File: src/hw/rtl/fhfr_pkg.sv
`timescale 1ns / 1ps

package fhfr_pkg;

    localparam int BYTE_W     = 8;
    localparam int HDR_LEN    = 3;
    localparam int FRAME_LEN  = 18;
    localparam int STORE_LEN  = FRAME_LEN - 1;
    localparam int HDR_CNT_W  = 2;
    localparam int IDX_W      = 5;
    localparam int FRAME_W    = FRAME_LEN * BYTE_W;

    typedef logic [BYTE_W-1:0]    byte_t;
    typedef logic [FRAME_W-1:0]   frame_t;
    typedef logic [HDR_CNT_W-1:0] hdr_cnt_t;
    typedef logic [IDX_W-1:0]     idx_t;

    localparam byte_t    HDR_BYTE     = 8'h41;
    localparam hdr_cnt_t HDR_LAST     = hdr_cnt_t'(HDR_LEN - 1);
    localparam idx_t     PAYLOAD_LAST = idx_t'(FRAME_LEN - 1);

endpackage

File: src/hw/rtl/fhfr_in_reg.sv
`timescale 1ns / 1ps

module fhfr_in_reg (
    input  logic           aclk,
    input  logic           aresetn,
    input  logic           s_axis_tvalid,
    output logic           s_axis_tready,
    input  fhfr_pkg::byte_t s_axis_tdata,    // rx_byte
    output logic           in_valid,
    output fhfr_pkg::byte_t in_data,
    input  logic           in_consume
);
    import fhfr_pkg::*;

    logic  in_valid_reg;
    logic  in_valid_next;
    byte_t in_data_reg;

    assign s_axis_tready = !in_valid_reg || in_consume;
    assign in_valid      = in_valid_reg;
    assign in_data       = in_data_reg;

    always_comb begin
        in_valid_next = in_valid_reg;
        if (s_axis_tready) begin
            in_valid_next = s_axis_tvalid;
        end
    end

    always_ff @(posedge aclk) begin
        if (!aresetn) begin
            in_valid_reg <= 1'b0;
        end else begin
            in_valid_reg <= in_valid_next;
        end
    end

    always_ff @(posedge aclk) begin
        if (s_axis_tvalid && s_axis_tready) begin
            in_data_reg <= s_axis_tdata;
        end
    end

endmodule

File: src/hw/rtl/fhfr_frame.sv
`timescale 1ns / 1ps

module fhfr_frame (
    input  logic             aclk,
    input  logic             aresetn,
    input  logic             in_valid,
    input  fhfr_pkg::byte_t  in_data,
    output logic             in_consume,
    output logic             res_valid,
    input  logic             res_ready,
    output fhfr_pkg::frame_t res_data
);
    import fhfr_pkg::*;

    hdr_cnt_t hdr_cnt_reg;
    hdr_cnt_t hdr_cnt_next;
    logic     in_payload_reg;
    logic     in_payload_next;
    idx_t     idx_reg;
    idx_t     idx_next;
    byte_t    store_reg [STORE_LEN];
    logic     last_byte;
    logic     take;

    // last payload byte closes the frame
    assign last_byte  = in_payload_reg && (idx_reg == PAYLOAD_LAST);
    assign res_valid  = in_valid && last_byte;
    assign in_consume = in_valid && (!last_byte || res_ready);
    assign take       = in_consume;

    always_comb begin
        for (int i = 0; i < STORE_LEN; i++) begin
            res_data[i*BYTE_W +: BYTE_W] = store_reg[i];
        end
        res_data[STORE_LEN*BYTE_W +: BYTE_W] = in_data;
    end

    always_comb begin
        hdr_cnt_next    = hdr_cnt_reg;
        in_payload_next = in_payload_reg;
        idx_next        = idx_reg;
        if (take) begin
            if (!in_payload_reg) begin
                if (in_data == HDR_BYTE) begin
                    if (hdr_cnt_reg == HDR_LAST) begin
                        hdr_cnt_next    = '0;
                        in_payload_next = 1'b1;
                        idx_next        = '0;
                    end else begin
                        hdr_cnt_next = hdr_cnt_reg + hdr_cnt_t'(1);
                    end
                end else begin
                    hdr_cnt_next = '0;
                end
            end else if (last_byte) begin
                in_payload_next = 1'b0;
                idx_next        = '0;
                hdr_cnt_next    = '0;
            end else begin
                idx_next = idx_reg + idx_t'(1);
            end
        end
    end

    always_ff @(posedge aclk) begin
        if (!aresetn) begin
            hdr_cnt_reg    <= '0;
            in_payload_reg <= 1'b0;
            idx_reg        <= '0;
        end else begin
            hdr_cnt_reg    <= hdr_cnt_next;
            in_payload_reg <= in_payload_next;
            idx_reg        <= idx_next;
        end
    end

    // payload shifts down; after 17 bytes entry 0 holds payload byte 0
    always_ff @(posedge aclk) begin
        if (take && in_payload_reg && !last_byte) begin
            for (int i = 0; i < STORE_LEN - 1; i++) begin
                store_reg[i] <= store_reg[i+1];
            end
            store_reg[STORE_LEN-1] <= in_data;
        end
    end

endmodule

File: src/hw/rtl/fhfr_out_reg.sv
`timescale 1ns / 1ps

module fhfr_out_reg (
    input  logic             aclk,
    input  logic             aresetn,
    input  logic             res_valid,
    output logic             res_ready,
    input  fhfr_pkg::frame_t res_data,
    output logic             m_axis_tvalid,
    input  logic             m_axis_tready,
    output fhfr_pkg::frame_t m_axis_tdata
);
    import fhfr_pkg::*;

    logic   out_valid_reg;
    logic   out_valid_next;
    frame_t out_data_reg;

    assign res_ready     = !out_valid_reg || m_axis_tready;
    assign m_axis_tvalid = out_valid_reg;
    assign m_axis_tdata  = out_data_reg;

    always_comb begin
        out_valid_next = out_valid_reg;
        if (res_ready) begin
            out_valid_next = res_valid;
        end
    end

    always_ff @(posedge aclk) begin
        if (!aresetn) begin
            out_valid_reg <= 1'b0;
        end else begin
            out_valid_reg <= out_valid_next;
        end
    end

    always_ff @(posedge aclk) begin
        if (res_valid && res_ready) begin
            out_data_reg <= res_data;
        end
    end

endmodule

File: src/hw/rtl/fixed_header_frame_receiver_core.sv
`timescale 1ns / 1ps

// Byte-stream frame receiver. Each input transaction carries one received byte.
// The core hunts for three consecutive 0x41 ('A') bytes, then takes exactly the
// next 18 bytes as payload and emits one output transaction holding them, after
// which it hunts again; an 'A' inside the payload is plain data. The core takes
// one byte per clock cycle unless stalled: a byte sits in the input register
// while the header/payload state updates, and a finished frame is loaded into
// the output register on m_axis as its last byte leaves the input register.
// Only a frame held in the output register while m_axis_tready is low stalls the
// input, and then only when the next closing byte arrives.
module fixed_header_frame_receiver_core (
    input  logic             aclk,
    input  logic             aresetn,
    input  logic             s_axis_tvalid,
    output logic             s_axis_tready,
    input  fhfr_pkg::byte_t  s_axis_tdata,   // [7:0] rx_byte
    output logic             m_axis_tvalid,
    input  logic             m_axis_tready,
    // [15:0] roll_raw, [31:16] pitch_raw, [47:32] throttle_raw,
    // [63:48] rudder_raw, [79:64] waypoint_distance, [95:80] bearing_error,
    // [111:96] next_waypoint_alt, [127:112] energy_error,
    // [135:128] waypoint_index, [143:136] control_mode
    output fhfr_pkg::frame_t m_axis_tdata
);
    import fhfr_pkg::*;

    logic   in_valid;
    byte_t  in_data;
    logic   in_consume;
    logic   res_valid;
    logic   res_ready;
    frame_t res_data;

    fhfr_in_reg u_in_reg (
        .aclk          (aclk),
        .aresetn       (aresetn),
        .s_axis_tvalid (s_axis_tvalid),
        .s_axis_tready (s_axis_tready),
        .s_axis_tdata  (s_axis_tdata),
        .in_valid      (in_valid),
        .in_data       (in_data),
        .in_consume    (in_consume)
    );

    fhfr_frame u_frame (
        .aclk       (aclk),
        .aresetn    (aresetn),
        .in_valid   (in_valid),
        .in_data    (in_data),
        .in_consume (in_consume),
        .res_valid  (res_valid),
        .res_ready  (res_ready),
        .res_data   (res_data)
    );

    fhfr_out_reg u_out_reg (
        .aclk          (aclk),
        .aresetn       (aresetn),
        .res_valid     (res_valid),
        .res_ready     (res_ready),
        .res_data      (res_data),
        .m_axis_tvalid (m_axis_tvalid),
        .m_axis_tready (m_axis_tready),
        .m_axis_tdata  (m_axis_tdata)
    );

    a_res_needs_byte: assert property (@(posedge aclk) disable iff (!aresetn)
        res_valid |-> in_valid)
        else $error("frame result without a byte in the input register");

    a_no_stall_when_empty: assert property (@(posedge aclk) disable iff (!aresetn)
        !s_axis_tready |-> in_valid && !in_consume)
        else $error("input stalled while input register is free");

    a_res_reaches_out: assert property (@(posedge aclk) disable iff (!aresetn)
        (res_valid && res_ready) |=> m_axis_tvalid)
        else $error("handed-off frame missing from output register");

    a_stall_only_on_frame: assert property (@(posedge aclk) disable iff (!aresetn)
        (in_valid && !in_consume) |-> (res_valid && m_axis_tvalid && !m_axis_tready))
        else $error("input stalled without a blocked frame");

endmodule
File: config.mk
export PLATFORM = sky130hd
export DESIGN_NAME = fixed_header_frame_receiver_core
export DESIGN_NICKNAME = d
export VERILOG_FILES = /design/src/hw/rtl/fhfr_pkg.sv /design/src/hw/rtl/fhfr_in_reg.sv /design/src/hw/rtl/fhfr_frame.sv /design/src/hw/rtl/fhfr_out_reg.sv /design/src/hw/rtl/fixed_header_frame_receiver_core.sv
export SDC_FILE = /design/constraint.sdc
export NUM_CORES = 1
export LEC_CHECK = 0
export BUFFER_PORTS_ARGS = -buffer_cell sky130_fd_sc_hd__buf_2
export CAP_MARGIN = 20
export CELL_PAD_IN_SITES_DETAIL_PLACEMENT = 0
export CELL_PAD_IN_SITES_GLOBAL_PLACEMENT = 1
export CORE_MARGIN = 4
export CORE_UTILIZATION = 40
export DETAILED_ROUTE_END_ITERATION = 6
export PLACE_DENSITY = 0.64
export SLEW_MARGIN = 15
export SYNTH_ARGS = -nofsm -noshare
export SYNTH_HDL_FRONTEND = slang
export SYNTH_SLANG_ARGS = --single-unit
File: constraint.sdc
create_clock -name aclk -period 9.2 [get_ports aclk]
set_input_delay 0.46 -clock aclk [delete_from_list [all_inputs] [get_ports aclk]]
set_output_delay 0.46 -clock aclk [all_outputs]
set_load 0.05 [all_outputs]
==> impl_results.md <==
* Status: complete, no violations
* Post-place setup slack at 6.245 ns
* R2R Setup Slk at between 6 and 7 ns
* Hold slack final at 0.1115 ns
* PnR worst setup slack at 6.292 ns
* GRT Total Usage at 0.1110
* Final cycle utilization of the critical path at 0.3161
* CTS HTree Levels at 1
* Avg WL per Cell at 17.39 um
* VDD IR max at 0.1316 mV
* Dpl cell area at between 0.01 and 0.015 mm2
* Cell Area, Synth at 0.009216 mm2
* Final Net Count at 554
* Antenna violations before repair at 0
* Peak Freq at 0.3439 GHz
* Largest net degree at the start of global routing at 84
* Starting DRC count in detailed routing at 224
* Cts repair resizes at 0
* Fin Setup TNS at 0 ns
* Clock tree buffer depth at 3
* Final Util at 0.5019
* Worst Setup Start Kind: register
* Final Skew at 0.008451 ns
* CP Capture Type: register
* Max reg flops at 144
* Final non-filler cell area at 0.01136 mm2
* ANT cells at 0
* Power per cell area at 233.9 mW/mm2
* Clk root buf: clkbuf_16
* Gpl congestion at 0.7698
* DP HPWL at 9.099 mm
* Setup bufs post-CTS at 0
* Final Hold Fails at 0
* Mapped Avg Cell Area at ~26 um2
* YS warnings at 0
* Post-synth net total at 364
* CP Data Required Time at 9.34 ns
* Post-CTS Hold Buffers at 0
* Mapped Cells at 350
* Final min period at 2.908 ns
* Syn-to-layout area delta at 23.28%
* Die Area at between 0.02 and 0.03 mm2
* Starting density of the core at 0.4071
* Detailed Routing Iterations Pass 1 at 4
* Crit path DAT at 3.04 ns
* I/O Pins at 158
* Crit Path Class: register to register
* Headroom to the max-slew limit at 0.2803
* Synth unique cells at 29
* CTS clk-pin slew, worst paths at about 0.06 ns
* First-pass GRT wire length at about 23 mm
* Die X at 159.8 um
* Rows at 55
* Leakage power at just under 4 nW
* Worst-Skew Late Latency at 0.52 ns
* Layout cells sized above 1 at 0.3772
* Antenna viol nets, final at 0
* Avg Vias per Cell at 4.671
* Post-route DRC at 0
* Worst hold path type: primary input to register
* Unrepaired setup endpoints after global routing: false
* CP Max Fanout at 83
* Grt total ovfl at 0
* Max_cap viols at 0
* Flops & latches, synth at 298
* Core area at 0.02264 mm2
* # clock sinks at 298
* Total wire length at 14.73 mm
* Final Max Tran Viols at 0
* Finish-stage setup viols at 0
* Most common cell after layout, fill and taps aside: edfxtp_1
* CTS tree: done
* Buffers on Ports at 157
* Number of global-route vias before repair at 4,130
* Total vias in the final route at roughly 4,000
* Commonest cells after routing, fill and taps aside: 288 x edfxtp_1, 157 x buf_2, 29 x clkbuf_16
* Seq/Total Area, Yosys at 0.9601
* CTS buffer count at 29
* Worst slew pin tran at roughly 1.1 ns
* Die H at around 160 um
## per-stage QoR
| step | total power [mW] | cells |
|---|---|---|
| floorplan | 1.503 | 350 |
| global placement | 1.507 | 794 |
| detailed placement | 1.507 | 794 |
| CTS | 2.698 | 847 |
| global route | 2.754 | 847 |
| finish | 2.657 | 847 |
## metal layers
metal / track usage / vias to the layer above / wire length [um]
met3: 0.04284 / 20 / 1370
met4: 0.02933 / 0 / 191
met5: 0 / - / 0
li1: - / 1802 / -
met2: 0.1672 / 156 / 6524
met1: 0.1535 / 1978 / 6645
## critical path, cell delays in order, from the launching register on
cell and delay [ns]:
dfxtp_1 0.36, inv_1 0.06, ha_1 0.19, nand4bb_1 0.19, nand3_1 0.28, inv_6 0.46, buf_4 0.86
## cells by family (layout without fill, tap and decap cells)
group,count (synthesis),in the layout,share of synthesized area
flip-flops,298,298,0.9601
multiplexers,1,1,0.001086
AO/OA/AOI/OAI,16,16,0.01358
adder cells (fa/ha/maj),2,2,0.002715
AND/OR/NAND/NOR,28,28,0.02050
buffers and inverters,5,217,0.002037
## layout make-up
type / instances / area, um2
fillers: 1813 / 11280
flip-flops and latches: 298 / 8848
repair buffers: 161 / 815.8
clock buffers: 32 / 737.0
multi-input cells: 47 / 356.6
well taps: 285 / 356.6
clock inverters: 21 / 231.5
inverters: 3 / 16.27
## synth_stat cells
| cell type | n | area, um2 |
|---|---|---|
| a21boi_0 | 1 | 7.510 |
| a21o_1 | 1 | 7.510 |
| a21oi_1 | 2 | 10.01 |
| a31o_1 | 2 | 17.52 |
| a31o_2 | 2 | 17.52 |
| and3_1 | 2 | 12.51 |
| and4bb_2 | 1 | 12.51 |
| clkbuf_1 | 2 | 7.510 |
| dfxtp_1 | 10 | 200.2 |
| edfxtp_1 | 288 | 8648 |
| ha_1 | 2 | 25.02 |
| inv_1 | 3 | 11.26 |
| mux2i_1 | 1 | 10.01 |
| nand2_1 | 5 | 18.77 |
| nand2b_1 | 3 | 18.77 |
| nand3_1 | 3 | 15.01 |
| nand4b_1 | 2 | 17.52 |
| nand4bb_1 | 1 | 11.26 |
| nor2_1 | 3 | 11.26 |
| nor2b_1 | 3 | 18.77 |
| nor3b_1 | 1 | 7.510 |
| nor4_1 | 1 | 6.260 |
| nor4b_1 | 1 | 8.760 |
| nor4b_2 | 2 | 30.03 |
| o21a_1 | 1 | 7.510 |
| o21ai_0 | 3 | 15.01 |
| o221a_1 | 2 | 22.52 |
| o221a_2 | 1 | 11.26 |
| o31a_1 | 1 | 8.760 |
## path summary, 6_finish.rpt
path,from,endpoint,depth (start not counted)
hold reg to reg,u_frame.store_reg[0][5]$_DFFE_PP_,u_out_reg.m_axis_tdata[5]$_DFFE_PP_,0
setup reg to reg,u_frame.idx_reg[1]$_SDFFE_PN0P_,u_frame.store_reg[12][5]$_DFFE_PP_,6
setup / recovery,u_frame.idx_reg[1]$_SDFFE_PN0P_,u_frame.store_reg[12][5]$_DFFE_PP_,6
hold / removal,s_axis_tdata[3],u_in_reg.in_data[3]$_DFFE_PP_,1
## power breakdown
part | total, mW | switching, mW | internal, mW
logic | 0.00503 | 0.00245 | 0.00257
registers | 1.47 | 0.00306 | 1.47
clock network | 1.18 | 0.463 | 0.716
Note: power is estimated with default switching activity, not from simulation.
